==> src/design/cte_pkg.sv <==
package cte_pkg;

  localparam int unsigned TAG_LIMIT   = 16;
  localparam int unsigned TAG_MAX_DEF = 16;
  localparam int unsigned CNT_W       = $clog2(TAG_LIMIT + 4);
  localparam int unsigned CFG_DATA_W  = 64;
  localparam int unsigned CFG_IDX_W   = 2;

  localparam logic [7:0] CH_LT     = 8'h3C;
  localparam logic [7:0] CH_SLASH  = 8'h2F;
  localparam logic [7:0] CH_BSLASH = 8'h5C;
  localparam logic [7:0] CH_UA     = 8'h41;
  localparam logic [7:0] CH_UZ     = 8'h5A;
  localparam logic [7:0] CASE_BIT  = 8'h20;

  typedef enum logic [CFG_IDX_W-1:0] {
    CFG_TAG_LEN = 2'd0,
    CFG_TAG_LO  = 2'd1,
    CFG_TAG_HI  = 2'd2
  } cfg_idx_e;

  typedef enum logic [1:0] {
    PH_IDLE  = 2'd0,
    PH_LT    = 2'd1,
    PH_MATCH = 2'd2
  } phase_e;

  typedef struct packed {
    logic [7:0] in_byte;
    logic       in_last;
  } in_t;

  typedef struct packed {
    logic [7:0] out_byte;
    logic       run_end;
    logic       text_end;
  } out_t;

  typedef struct packed {
    logic [4:0]            tag_len;
    logic [15:0][7:0]      tag;
  } cfg_t;

  typedef struct packed {
    logic [CNT_W-1:0] count;
    logic             text_last;
  } burst_ctl_t;

  function automatic logic [7:0] fold(input logic [7:0] c);
    logic [7:0] r;
    r = c;
    if (c >= CH_UA && c <= CH_UZ) begin
      r = c + CASE_BIT;
    end
    return r;
  endfunction

endpackage

==> src/design/cte_skid.sv <==
module cte_skid (
  input  logic          clk_i,
  input  logic          rst_ni,
  input  logic          in_valid_i,
  output logic          in_stall_o,
  input  cte_pkg::in_t  in_data_i,
  output logic          head_valid_o,
  output cte_pkg::in_t  head_o,
  input  logic          pop_i
);

  cte_pkg::in_t mem_q [2];
  logic         wp_q, rp_q;
  logic [1:0]   cnt_q, cnt_d;
  logic         push, pop;

  assign in_stall_o   = (cnt_q == 2'd2);
  assign head_valid_o = (cnt_q != 2'd0);
  assign head_o       = mem_q[rp_q];
  assign push         = in_valid_i && !in_stall_o;
  assign pop          = pop_i && head_valid_o;

  always_comb begin
    cnt_d = cnt_q;
    if (push && !pop) begin
      cnt_d = cnt_q + 2'd1;
    end else if (pop && !push) begin
      cnt_d = cnt_q - 2'd1;
    end
  end

  always_ff @(posedge clk_i or negedge rst_ni) begin
    if (!rst_ni) begin
      wp_q  <= 1'b0;
      rp_q  <= 1'b0;
      cnt_q <= 2'd0;
    end else begin
      cnt_q <= cnt_d;
      if (push) begin
        wp_q <= !wp_q;
      end
      if (pop) begin
        rp_q <= !rp_q;
      end
    end
  end

  always_ff @(posedge clk_i) begin
    if (push) begin
      mem_q[wp_q] <= in_data_i;
    end
  end

endmodule

==> src/design/cte_cfg.sv <==
module cte_cfg (
  input  logic                           clk_i,
  input  logic                           rst_ni,
  input  logic                           cfg_we_i,
  input  logic [cte_pkg::CFG_IDX_W-1:0]  cfg_idx_i,
  input  logic [cte_pkg::CFG_DATA_W-1:0] cfg_data_i,
  output cte_pkg::cfg_t                  cfg_o
);

  cte_pkg::cfg_t cfg_q;

  assign cfg_o = cfg_q;

  always_ff @(posedge clk_i or negedge rst_ni) begin
    if (!rst_ni) begin
      cfg_q <= '0;
    end else if (cfg_we_i) begin
      unique case (cfg_idx_i)
        cte_pkg::CFG_TAG_LEN: cfg_q.tag_len    <= cfg_data_i[4:0];
        cte_pkg::CFG_TAG_LO:  cfg_q.tag[7:0]   <= cfg_data_i;
        cte_pkg::CFG_TAG_HI:  cfg_q.tag[15:8]  <= cfg_data_i;
        default: ;
      endcase
    end
  end

endmodule

==> src/design/cte_matcher.sv <==
module cte_matcher #(
  parameter int unsigned TagMax = cte_pkg::TAG_MAX_DEF
) (
  input  logic                         clk_i,
  input  logic                         rst_ni,
  input  cte_pkg::cfg_t                cfg_i,
  input  logic                         head_valid_i,
  input  cte_pkg::in_t                 head_i,
  input  logic                         ready_i,
  output logic                         take_o,
  output logic [TagMax+2:0][7:0]       bytes_o,
  output cte_pkg::burst_ctl_t          ctl_o
);

  localparam int unsigned MW = $clog2(TagMax + 1);
  localparam int unsigned HW = (TagMax > 1) ? $clog2(TagMax) : 1;
  localparam int unsigned BN = TagMax + 3;

  cte_pkg::phase_e phase_q, phase_d;
  logic [MW-1:0]   mc_q, mc_d;
  logic [7:0]      held_q  [TagMax];
  logic [7:0]      held_nx [TagMax];

  logic [MW-1:0]   len, n, mc_inc;
  logic [7:0]      b, tag_b, lead1;
  logic            last, is_lt, is_sl, match_ok, grp_idle, held_wr;
  logic            lt, bs, sl, tail;
  logic [1:0]      lead_n;

  assign take_o = head_valid_i && ready_i;
  assign b      = head_i.in_byte;
  assign last   = head_i.in_last;
  assign is_lt  = (b == cte_pkg::CH_LT);
  assign is_sl  = (b == cte_pkg::CH_SLASH);
  assign mc_inc = mc_q + MW'(1);
  assign tag_b  = cfg_i.tag[4'(mc_q)];

  always_comb begin
    if (cfg_i.tag_len > 5'(TagMax)) begin
      len = MW'(TagMax);
    end else begin
      len = MW'(cfg_i.tag_len);
    end
  end

  assign match_ok = (mc_q < len) && (cte_pkg::fold(b) == cte_pkg::fold(tag_b));

  always_comb begin
    lt       = 1'b0;
    bs       = 1'b0;
    sl       = 1'b0;
    n        = '0;
    tail     = 1'b0;
    phase_d  = phase_q;
    mc_d     = mc_q;
    held_wr  = 1'b0;
    grp_idle = 1'b0;
    if (len == '0) begin
      grp_idle = 1'b1;
    end else begin
      unique case (phase_q)
        cte_pkg::PH_LT: begin
          if (is_sl) begin
            phase_d = cte_pkg::PH_MATCH;
            mc_d    = '0;
            lt      = last;
            sl      = last;
          end else if (is_lt) begin
            lt   = 1'b1;
            tail = last;
          end else begin
            lt      = 1'b1;
            tail    = 1'b1;
            phase_d = cte_pkg::PH_IDLE;
          end
        end
        cte_pkg::PH_MATCH: begin
          if (match_ok) begin
            held_wr = 1'b1;
            if (mc_inc == len) begin
              lt      = 1'b1;
              bs      = 1'b1;
              sl      = 1'b1;
              n       = len;
              phase_d = cte_pkg::PH_IDLE;
              mc_d    = '0;
            end else begin
              mc_d = mc_inc;
              lt   = last;
              sl   = last;
              n    = last ? mc_inc : '0;
            end
          end else begin
            grp_idle = 1'b1;
          end
        end
        default: grp_idle = 1'b1;
      endcase
    end
    // flush what is pending, then treat the byte as if idle
    if (grp_idle) begin
      lt   = (phase_q != cte_pkg::PH_IDLE);
      sl   = (phase_q == cte_pkg::PH_MATCH);
      n    = (phase_q == cte_pkg::PH_MATCH) ? mc_q : '0;
      mc_d = '0;
      if (is_lt && len != '0) begin
        phase_d = cte_pkg::PH_LT;
        tail    = last;
      end else begin
        phase_d = cte_pkg::PH_IDLE;
        tail    = 1'b1;
      end
    end
    if (last) begin
      phase_d = cte_pkg::PH_IDLE;
      mc_d    = '0;
    end
  end

  always_comb begin
    for (int i = 0; i < TagMax; i++) begin
      held_nx[i] = (held_wr && mc_q[HW-1:0] == HW'(i)) ? b : held_q[i];
    end
  end

  assign lead_n = {1'b0, lt} + {1'b0, bs} + {1'b0, sl};
  assign lead1  = bs ? cte_pkg::CH_BSLASH : cte_pkg::CH_SLASH;

  always_comb begin
    for (int k = 0; k < BN; k++) begin
      if (k < int'(lead_n)) begin
        if (k == 0) begin
          bytes_o[k] = cte_pkg::CH_LT;
        end else if (k == 1) begin
          bytes_o[k] = lead1;
        end else begin
          bytes_o[k] = cte_pkg::CH_SLASH;
        end
      end else if (k < int'(lead_n) + int'(n)) begin
        bytes_o[k] = held_nx[HW'(k - int'(lead_n))];
      end else begin
        bytes_o[k] = b;
      end
    end
  end

  assign ctl_o.count     = cte_pkg::CNT_W'(lead_n) + cte_pkg::CNT_W'(n)
                         + cte_pkg::CNT_W'(tail);
  assign ctl_o.text_last = last;

  always_ff @(posedge clk_i or negedge rst_ni) begin
    if (!rst_ni) begin
      phase_q <= cte_pkg::PH_IDLE;
      mc_q    <= '0;
    end else if (take_o) begin
      phase_q <= phase_d;
      mc_q    <= mc_d;
    end
  end

  always_ff @(posedge clk_i) begin
    if (take_o && held_wr) begin
      held_q[mc_q[HW-1:0]] <= b;
    end
  end

endmodule

==> src/design/cte_emitter.sv <==
module cte_emitter #(
  parameter int unsigned TagMax = cte_pkg::TAG_MAX_DEF
) (
  input  logic                    clk_i,
  input  logic                    rst_ni,
  input  logic                    take_i,
  input  logic [TagMax+2:0][7:0]  bytes_i,
  input  cte_pkg::burst_ctl_t     ctl_i,
  output logic                    ready_o,
  output logic                    out_valid_o,
  input  logic                    out_stall_i,
  output cte_pkg::out_t           out_data_o
);

  localparam int unsigned BN = TagMax + 3;
  localparam int unsigned PW = $clog2(BN);

  logic [TagMax+2:0][7:0]        bytes_q;
  logic [cte_pkg::CNT_W-1:0]     cnt_q, ptr_q, ptr_inc;
  logic                          last_q, out_acc, final_pos;

  assign ptr_inc     = ptr_q + cte_pkg::CNT_W'(1);
  assign out_valid_o = (ptr_q != cnt_q);
  assign final_pos   = (ptr_inc == cnt_q);
  assign out_acc     = out_valid_o && !out_stall_i;
  assign ready_o     = !out_valid_o || (final_pos && out_acc);

  assign out_data_o.out_byte = bytes_q[ptr_q[PW-1:0]];
  assign out_data_o.run_end  = final_pos;
  assign out_data_o.text_end = final_pos && last_q;

  always_ff @(posedge clk_i or negedge rst_ni) begin
    if (!rst_ni) begin
      cnt_q  <= '0;
      ptr_q  <= '0;
      last_q <= 1'b0;
    end else if (take_i) begin
      cnt_q  <= ctl_i.count;
      ptr_q  <= '0;
      last_q <= ctl_i.text_last;
    end else if (out_acc) begin
      ptr_q <= ptr_inc;
    end
  end

  always_ff @(posedge clk_i) begin
    if (take_i) begin
      bytes_q <= bytes_i;
    end
  end

endmodule

==> src/design/closing_tag_escaper.sv <==
// Byte stream filter that writes "</tag" as "<\/tag" for the configured tag
// (case folded on A-Z, prefix compare). An item is one text byte. Bytes that
// yield zero or one result each let plain text stream at one byte per cycle
// while the output is not stalled; a byte that releases held bytes yields up
// to TagMax + 3 results, which leave the output register one at a time, and
// the input backs up meanwhile. From input accept to the first result a byte
// passes a two-entry input buffer, then the match logic loading the result
// burst register. The user must see that tag registers are written only
// while the block is idle; the block itself does not enforce this.
module closing_tag_escaper #(
  parameter int unsigned TagMax = cte_pkg::TAG_MAX_DEF
) (
  input  logic                           clk_i,
  input  logic                           rst_ni,
  input  logic                           in_valid_i,
  output logic                           in_stall_o,
  input  cte_pkg::in_t                   in_data_i,
  output logic                           out_valid_o,
  input  logic                           out_stall_i,
  output cte_pkg::out_t                  out_data_o,
  input  logic                           cfg_we_i,
  input  logic [cte_pkg::CFG_IDX_W-1:0]  cfg_idx_i,
  input  logic [cte_pkg::CFG_DATA_W-1:0] cfg_data_i
);

  cte_pkg::cfg_t          cfg;
  cte_pkg::in_t           head;
  cte_pkg::burst_ctl_t    ctl;
  logic                   head_valid, take, ready;
  logic [TagMax+2:0][7:0] bytes;

  cte_cfg u_cfg (
    .clk_i      (clk_i),
    .rst_ni     (rst_ni),
    .cfg_we_i   (cfg_we_i),
    .cfg_idx_i  (cfg_idx_i),
    .cfg_data_i (cfg_data_i),
    .cfg_o      (cfg)
  );

  cte_skid u_skid (
    .clk_i        (clk_i),
    .rst_ni       (rst_ni),
    .in_valid_i   (in_valid_i),
    .in_stall_o   (in_stall_o),
    .in_data_i    (in_data_i),
    .head_valid_o (head_valid),
    .head_o       (head),
    .pop_i        (take)
  );

  cte_matcher #(.TagMax(TagMax)) u_matcher (
    .clk_i        (clk_i),
    .rst_ni       (rst_ni),
    .cfg_i        (cfg),
    .head_valid_i (head_valid),
    .head_i       (head),
    .ready_i      (ready),
    .take_o       (take),
    .bytes_o      (bytes),
    .ctl_o        (ctl)
  );

  cte_emitter #(.TagMax(TagMax)) u_emitter (
    .clk_i       (clk_i),
    .rst_ni      (rst_ni),
    .take_i      (take),
    .bytes_i     (bytes),
    .ctl_i       (ctl),
    .ready_o     (ready),
    .out_valid_o (out_valid_o),
    .out_stall_i (out_stall_i),
    .out_data_o  (out_data_o)
  );

endmodule

==> config.mk <==
export PLATFORM = sky130hd
export DESIGN_NAME = closing_tag_escaper
export DESIGN_NICKNAME = d
export VERILOG_FILES = /design/src/design/cte_pkg.sv /design/src/design/cte_skid.sv /design/src/design/cte_cfg.sv /design/src/design/cte_matcher.sv /design/src/design/cte_emitter.sv /design/src/design/closing_tag_escaper.sv
export SDC_FILE = /design/constraint.sdc
export NUM_CORES = 1
export LEC_CHECK = 0
export BUFFER_PORTS_ARGS = -buffer_cell sky130_fd_sc_hd__buf_2
export CORE_UTILIZATION = 40
export DETAILED_ROUTE_END_ITERATION = 7
export SKIP_LAST_GASP = 1
export SYNTH_ARGS = -nofsm -noshare
export SYNTH_HDL_FRONTEND = slang
export SYNTH_SLANG_ARGS = --single-unit
==> constraint.sdc <==
create_clock -name clk_i -period 12.6 [get_ports clk_i]
set_clock_uncertainty 0.2 [all_clocks]
set_input_delay 1.89 -clock clk_i [delete_from_list [all_inputs] [get_ports clk_i]]
set_output_delay 1.89 -clock clk_i [all_outputs]
set_load 0.01 [all_outputs]
Word-level counts from Yosys, hierarchy flattened
Memories as Yosys holds them, arrays and structs flattened.
Index checks and enable logic that the tools add are counted.

word-level totals
  logic and storage cells = 384
  bits in writable memories = 146
  memories kept = 2
  output and inout bits = 12
  register bits after elaboration = 307

cells by class
  add/sub/neg operators = 30
  magnitude comparators = 49
  equality and inequality tests = 31
  bitwise gates (word level) = 19
  reductions and logical operators = 51
  multiplexer cells = 158

memory list
  memory            depth  width  rd ports  clocked after memory_dff  wr ports  RTL line           text
  u_matcher.held_q  16     8      16        0                         1         cte_matcher.sv:21  logic [7:0] held_q [TagMax];
  u_skid.mem_q      2      9      1         0                         1         cte_skid.sv:12     cte_pkg::in_t mem_q [2];

operators with widths
  kind                                                                              count
  8-bit binary-select mux with 4-bit select                                         20
  8-bit 2-to-1 mux                                                                  78
  5-bit by 32-bit < comparator with 1-bit output, first input constant              8
  4-bit by 32-bit < comparator with 1-bit output, first input constant              4
  6-bit by 32-bit < comparator with 1-bit output, first input constant              3
  4-bit by 5-bit >= comparator with 1-bit output, second input constant             19
  5-bit 2-to-1 mux                                                                  16
  4-bit NOT                                                                         19
  3-bit by 32-bit < comparator with 1-bit output, first input constant              2
  8-bit binary-select mux with 5-bit select                                         1
  4-bit equality test, second input constant                                        8
  1-bit by 32-bit < comparator with 1-bit output, first input constant              1
  2-bit by 32-bit < comparator with 1-bit output, first input constant              1
  4-bit by 2-bit subtractor with 4-bit output, first input constant                 8
  1-bit logical AND                                                                 29
  1-bit 2-to-1 mux                                                                  28
  2-bit 2-to-1 mux                                                                  9
  8-bit by 6-bit adder with 8-bit output, second input constant                     2
  4-bit by 3-bit equality test with 1-bit output, second input constant             4
  8-bit by 6-bit equality test with 1-bit output, second input constant             2
  8-bit by 7-bit >= comparator with 1-bit output, second input constant             2
  8-bit by 7-bit less-or-equal comparator with 1-bit output, second input constant  2
  3-bit by 2-bit subtractor with 4-bit output, first input constant                 4
  4-bit by 1-bit inequality test with 1-bit output, second input constant           3
  other kinds (40)                                                                  65

Logic depth before layout (Yosys ltp)
Gate-level depths: netlist (run 1).

  word-level depth = 20
  mapped depth = 33
  depth with buffers taken out = 22

Hierarchy
A second synthesis (run 1) with hierarchy kept.

second synthesis, totals
  cell total of the unflattened synthesis = 2231
  area, all modules = 26808.2 um2

by module, submodules not included
  module       cells each  times used  area each (um2)
  cte_matcher  1552        1           13910.8
  cte_emitter  349         1           6591.3
  cte_cfg      283         1           5454.0
  cte_skid     47          1           852.1

Worst setup path after synthesis (run 1)
No wires, ideal clock.

  path type = reg2reg
  start point = register u_skid.rp_q
  end point = register u_emitter.bytes_q[32] (netlist bit), data pin
  slack = 3823 ps
  buffers on the path = 14
  stages on the path, launching flop included = 32
  period minus slack after synthesis = 8777 ps
  library setup time = 260 ps
  arrival = 8317 ps
  path through = dfrtp_1 -> buf_2 -> buf_1 -> mux2i_1 -> inv_1 -> clkbuf_1 -> clkbuf_1 -> clkbuf_1 -> ha_1 -> nor2_1 -> a31o_1 -> a2111o_1 -> mux2_2 -> nand4_1 -> buf_4 -> nor4_1 -> o21ai_1 -> a21oi_1 -> a21oi_1 -> fa_1 -> clkbuf_1 -> inv_2 -> buf_1 -> buf_1 -> clkbuf_1 -> ha_1 -> clkbuf_1 -> clkbuf_1 -> buf_1 -> clkbuf_1 -> mux2i_1 -> mux2_2

RTL lines
  item                      RTL line           text
  start: declaration        cte_skid.sv:13     logic wp_q, rp_q;
  start signal: assignment  cte_skid.sv:43     rp_q <= !rp_q;
  end signal: assignment    cte_emitter.sv:48  bytes_q <= bytes_i;
  end: declaration          cte_emitter.sv:18  logic [TagMax+2:0][7:0] bytes_q;

Worst setup path in the final report (run 1)
  start point = register u_skid.rp_q
  end point = register u_emitter.bytes_q[20] (netlist bit), data pin

between the ends
  longest elaborated chain between the ends = 18
  elaborated cells on any way between the ends = 77

RTL lines
  item
  memory read 2 x 9 bit (*)
  branches (longest 17 deep; another with 8-bit by 7-bit >= comparator with 1-bit output)

Mark *: on every way between the ends. The select of a mux whose other input is x is not followed.
A chain may end at the register's enable or synchronous reset.

==> results.yml, run 1 <==
clocking:
  cts.sinks: 453
  cts_tree: "built"
  postCtsSetupRepairBufs: 0
  numCtsBuffers: 50
  clock_latency_ns: 0.62
  cts-resized-gates: 0
  cts_max_path_buffers: 3
  htreeDepth: 2
  clk_pin_slew_ns: 0.06
  ctsHoldBuffers: 0
  clock-root-buffer: "clkbuf_16"
route:
  wl_met2_um: 40720
  wl_per_cell_um: 29.14
  drt_wl_total_um: 89920
  ant_nets: 0
  drt_iter0_markers: 2157
  first_pass_iters: 6
  m1WireLength_um: 39600
  routed.top_layer: "met5"
  vias: 18840
  drcViolationCount: 0
  vias_per_cell: 6.106
  wl_met3_um: 6287
floorplan:
  die-area_um2: 68580
  rows: 94
  die_x_um: 261.9
  die_height_um: 261.9
  core_area_um2: 66330
  start_util_pct: 40.73
  io_pins: 92
layout:
  nets: 2283
  syn_to_final_growth_pct: 10.80
  drive_above_1_share_pct: 24.62
  multi_input_area_um2: 13420
  n_fill_cell: 6044
  ff_latch_area_um2: 12830
logic_synthesis:
  async_flop_share_pct: 34.22
  synth_top_area_share_pct: 33.12
  ys_seq_elements: 453
  syn_avg_cell_area_um2: 12.50
  yosysTopAreaCell: "edfxtp_1"
  synth-edff-count: 298
  synth_commonest_cells: "409 x mux2i_1, 298 x edfxtp_1, 193 x mux2_2"
  syn_area_um2: 27020
  syn_nets: 2265
  ys_seq_area_share_pct: 47.48
  ys.flop_type: "edfxtp_1"
  yosysMostFrequentCell: "mux2i_1"
  ys_top_cells_by_area: "edfxtp_1 33%, mux2i_1 15%, dfrtp_1 14%"
  yosysWarnings: 0
  netlist_instances: 2161
  synth.distinct_cells: 86
worst_hold_path:
  min_from: "u_cfg.cfg_o[95]"
  min_path_type: "register to register"
sta:
  worst_slew_pin_slew_ns: 1.194
  finalHoldViolations: 0
  rsz0062_at_grt: "no"
  clock.fmax_mhz: 96.39
  setup_viol: 0
  slew_headroom_pct: 18.10
  drv_slew: 0
  holdWs_ns: 0.2983
  post-route-period-util_pct: 82.34
  fin_setup_tns_ns: 0
  min_period_ns: 10.37
global_route:
  grt_max_degree: 95
  grt_first_pass_wirelength_um: 130400
  grtUsageTotal_pct: 26.17
  grt_remaining_overflow: 0
  grt_antenna_before_repair: 10
  grt_pass1_vias: 18450
critical_path:
  startpoint: "u_skid.rp_q"
  critical_path.most_common_cell: "a21oi_1"
  slowest_stage: "mux2i_1"
  regToRegStartpoint: "u_skid.rp_q"
  arrival_ns: 10.63
  endpoint_kind: "register"
  critical_path.top_delay_family: "compound AO/OA/AOI/OAI gates"
  cp.required_ns: 12.85
  critPathMaxStageDelay_ns: 1.05
  path_buf_inv: 2
  path_cells: "mux2i_1, inv_1, buf_4, o41a_1, a31oi_1, a311o_1, nand4_1, nor4_1, o21ai_1, a21oi_1, a21oi_1, fa_4, ha_1, a21oi_1, nand2_1, o22ai_1, o211a_1, and2_1, mux2_2, nor2_1"
  path_max_fanout: 50
  crit_type: "register to register"
  start_kind: "register"
placed_design:
  dpl.hpwl_um: 65550
  io_buffer_count: 91
  gp_congestion: 0.9537
status:
  status: "completed"
power_and_ir_drop:
  p_total_w: 0.005761
  ir_worst_vdd_mv: 0.1710
  cellPowerDensity_nw_per_um2: 192.5
  p_leak_nw: 10.80
job:
  drv_cap: 0
-- area by class of cell --
cell class / instances / share of cell area [%]
multi-input combinational: 1507 / 44.84
sequential: 453 / 42.87
clock buffer: 64 / 4.423
tap: 864 / 3.612
timing repair buffer: 136 / 2.671
clock inverter: 27 / 1.141
inverter: 31 / 0.4096
antenna: 4 / 0.03344
-- flip-flops by register name, summed over array words and instances, names as in the netlist --
signal             flops
u_emitter.last_q       1
u_matcher.phase_q      2
u_skid.cnt_q           2
u_emitter.bytes_q    152
u_matcher.held_q     128
u_emitter.cnt_q        5
u_emitter.ptr_q        5
u_skid.mem_q          18
u_skid.wp_q            1
u_matcher.mc_q         5
u_cfg.cfg_o          133
u_skid.rp_q            1
-- power by group --
group          switching [W]  internal (W)  total [W]
Sequential          0.000159       0.00224    0.00240
Combinational        0.00123      0.000631    0.00186
Clock               0.000628      0.000872    0.00150
-- layout by cell type (no fill, tap or decap), types with 36 or more instances in the layout --
cell type  Yosys  final
a21oi_1       85     85
nor3_1        36     36
buf_4          8     45
mux2_2       193    193
o22ai_1       53     52
buf_2         16     90
clkbuf_16      0     50
mux2i_1      409    407
nor2_1       128    128
edfxtp_1     298    298
nand2_1      101    101
mux4_2        79     79
dfrtp_1      155    152
o21ai_0       78     78
-- through the flow --
step / worst slack (ns) / util, % / area, um^2 / instances
after floorplan: 3.823 / - / 27020 / 2161
after global placement: 2.708 / 42.60 / 28260 / 2991
after detailed placement: 2.403 / 42.60 / 28260 / 2991
after CTS: 2.338 / 45.11 / 29920 / 3082
after global routing: 1.655 / 45.11 / 29920 / 3082
final: 2.226 / 45.12 / 29930 / 3086
-- layer usage --
layer  vias to the layer above  track usage [%]
li1                       8317                -
met1                      9562            37.00
met2                       811            40.96
met3                       146            3.868
met4                         8            9.092
met5                         -                0
-- path summary, 6_finish.rpt --
kind                                    endpoint  slack [ns]  cells past startpoint
max                        u_emitter.bytes_q[20]        2.23                     20
min                              u_cfg.cfg_o[95]        0.30                      1
max reg2reg                u_emitter.bytes_q[20]        2.23                     20
min reg2reg                      u_cfg.cfg_o[95]        0.30                      1
max in group asynchronous     u_emitter.ptr_q[0]        9.63                      2
min in group asynchronous        u_cfg.cfg_o[23]        1.15                      1
-- logic make-up (layout without fill, tap and decap cells) --
family | Yosys count | after routing | synth area share, %
flip-flops | 453 | 453 | 47.48
other | 0 | 4 | 0
buffers and inverters | 201 | 258 | 3.089
XOR/XNOR | 33 | 33 | 1.149
AO/OA/AOI/OAI | 341 | 341 | 8.387
AND/OR/NAND/NOR | 402 | 402 | 7.785
multiplexers | 707 | 707 | 30.89
adder cells (fa/ha/maj) | 24 | 24 | 1.223
No activity file was read; power rests on OpenSTA's default activity.
==> inputs of run 2 (changes only) <==
--- a/config.mk
+++ b/config.mk
@@ -5,6 +5,7 @@
 export SDC_FILE = /design/constraint.sdc
 export NUM_CORES = 1
 export LEC_CHECK = 0
+export ABC_AREA = 1
 export BUFFER_PORTS_ARGS = -buffer_cell sky130_fd_sc_hd__buf_2
 export CORE_UTILIZATION = 40
 export DETAILED_ROUTE_END_ITERATION = 7
==> constraint.sdc (replaced) <==
create_clock -name clk_i -period 10.1 [get_ports clk_i]
set_clock_uncertainty 0.2 [all_clocks]
set_input_delay 1.515 -clock clk_i [delete_from_list [all_inputs] [get_ports clk_i]]
set_output_delay 1.515 -clock clk_i [all_outputs]
set_load 0.01 [all_outputs]
==> run 2 against run 1 <==
Effect of this change: synthesized cell count up 67%; wire length up 13%; via count up 35%; sequential share of layout area down 0.38 points; non-clock buffer count up 16; first-iteration DRC count up 68%; critical path depth up 11; die area up 1.3%; clock-buffer cell count up 10; critical endpoint is now u_emitter.bytes_q[75].
==> results.yml, run 2 <==
logic_synthesis:
  ys_top_cells_by_area: "edfxtp_1 33%, nand2_1 16%, dfrtp_1 14%"
  yosysMostFrequentCell: "nand2_1"
  syn_nets: 3706
  ys_seq_elements: 453
  syn_avg_cell_area_um2: 7.598
  syn_area_um2: 27370
  yosysTopAreaCell: "edfxtp_1"
  synth-edff-count: 298
  synth_commonest_cells: "1172 x nand2_1, 588 x nand3_1, 328 x o21ai_0"
  ys.flop_type: "edfxtp_1"
  async_flop_share_pct: 34.22
  ys_seq_area_share_pct: 46.87
  yosysWarnings: 0
  synth.distinct_cells: 52
  synth_top_area_share_pct: 32.70
  netlist_instances: 3602
layout:
  n_fill_cell: 6820
  syn_to_final_growth_pct: 10.31
  antennaDiodeCount: 0
  drive_above_1_share_pct: 10.21
  nets: 3693
  final_common_cell: "nand2_1"
  final_cell_mix: "1168 x nand2_1, 586 x nand3_1, 328 x o21ai_0, 298 x edfxtp_1, 282 x inv_1"
  regMostFlops: "u_emitter.bytes_q"
  largest_reg_flops: 152
clocking:
  clock_latency_ns: 0.64
  htreeDepth: 2
  clock-root-buffer: "clkbuf_16"
  cts_tree: "built"
  clk_pin_slew_ns: 0.06
  cts.sinks: 453
  postCtsSetupRepairBufs: 0
  cts_max_path_buffers: 3
  ctsHoldBuffers: 0
  cts-resized-gates: 0
  numCtsBuffers: 52
floorplan:
  start_util_pct: 40.61
  die_height_um: 263.6
  core_area_um2: 67400
  io_pins: 92
  die_x_um: 263.6
  rows: 95
  die-area_um2: 69470
placed_design:
  gp_congestion: 1.050
  io_buffer_count: 91
  dpl.hpwl_um: 71670
route:
  drcViolationCount: 0
  vias_per_cell: 5.648
  ant_nets: 0
  drt_iter0_markers: 3613
  vias: 25450
  drt_wl_total_um: 101500
  first_pass_iters: 6
  wl_per_cell_um: 22.53
critical_path:
  path_max_fanout: 35
  critical_path.most_common_cell: "nand2_1"
  endpoint_kind: "register"
  critPathMaxStageDelay_ns: 0.61
  slowest_stage: "inv_2"
  arrival_ns: 7.92
  cp.required_ns: 10.29
  crit_type: "register to register"
  start_kind: "register"
  r2r_slack_ns: 2.37
worst_hold_path:
  min_path_type: "register to register"
global_route:
  grt_first_pass_wirelength_um: 152200
  grt_pass1_vias: 23350
  grtUsageTotal_pct: 28.99
  grt_antenna_before_repair: 0
  grt_max_degree: 101
  grt_remaining_overflow: 0
sta:
  slew_headroom_pct: 15.26
  post-route-period-util_pct: 76.55
  worst_slew_pin_slew_ns: 1.258
  finalHoldViolations: 0
  rsz0062_at_grt: "no"
  fin_setup_tns_ns: 0
  setup_viol: 0
  drv_slew: 0
  min_period_ns: 7.732
  clock.fmax_mhz: 129.3
job:
  drv_cap: 0
status:
  status: "completed"
[run 2: changes by cell type after synthesis, moves of 33 or more]
cell	change
mux2_2	-193
or2_2	+42
mux4_2	-79
nand3_1	+571
a21oi_1	-72
nand2_1	+1071
o22ai_1	-51
o21ai_0	+250
nor3_1	-33
mux2i_1	-409
o21ai_1	+64
inv_1	+257
[run 2: per-stage QoR]
step	setup slack (ns)	util, %	cells	hold slack [ns]	cell area (um^2)
detailed placement	2.577	42.25	4408	0.2726	28470
finish	2.368	44.80	4506	0.2817	30190
global route	1.928	44.80	4506	0.3030	30190
global placement	2.680	42.25	4408	0.2608	28470
floorplan	3.654	-	3602	0.2456	27370
CTS	2.561	44.80	4506	0.2873	30190
[run 2: worst paths after layout]
path                                          to  depth (start not counted)            start
max                        u_emitter.bytes_q[75]                         31      u_skid.rp_q
min                              u_cfg.cfg_o[32]                          2  u_cfg.cfg_o[32]
max reg2reg                u_emitter.bytes_q[75]                         31      u_skid.rp_q
min reg2reg                      u_cfg.cfg_o[32]                          2  u_cfg.cfg_o[32]
max in group asynchronous     u_emitter.ptr_q[2]                          2           rst_ni
min in group asynchronous        u_cfg.cfg_o[94]                          1           rst_ni
[run 2: cell families (layout without fill, tap and decap cells)]
group / after synthesis / after routing / synth area share, %
simple gates: 2066 / 2066 / 32.97
buf+inv: 530 / 561 / 7.886
compound gates: 506 / 506 / 10.34
flops: 453 / 453 / 46.87
fa+ha+maj: 24 / 24 / 1.207
xor+xnor: 23 / 23 / 0.7360
[run 2: routing by layer]
| metal | vias to the layer above | global-route usage, % | share of wire [%] |
|---|---|---|---|
| li1 | 11990 | - | - |
| met1 | 12000 | 41.65 | 43 |
| met2 | 1274 | 43.61 | 44 |
| met3 | 189 | 4.649 | 8.8 |
| met4 | 0 | 11.14 | 4.1 |
| met5 | - | 0 | 0 |
[run 2: cell type report]
class	count	area, um^2	area share (%)
multi-input combinational	2619	12450	41.25
sequential	453	12830	42.49
inverter	311	1180	3.908
tap	873	1092	3.618
clock inverter	24	252.7	0.8371
clock buffer	74	1465	4.853
timing repair buffer	152	919.6	3.046
[run 2: critical path: cells and delay by family, from the launching register on]
kind / cells / cell delay [ns]
simple gates: 25 / 4.12
buf+inv: 3 / 1.30
fa+ha+maj: 3 / 1.32
flops: 1 / 0.49
Power of run 2 is left out: the tool's default activity adds up to more than one toggle a clock period on the data nets, which glitch-free logic cannot reach.
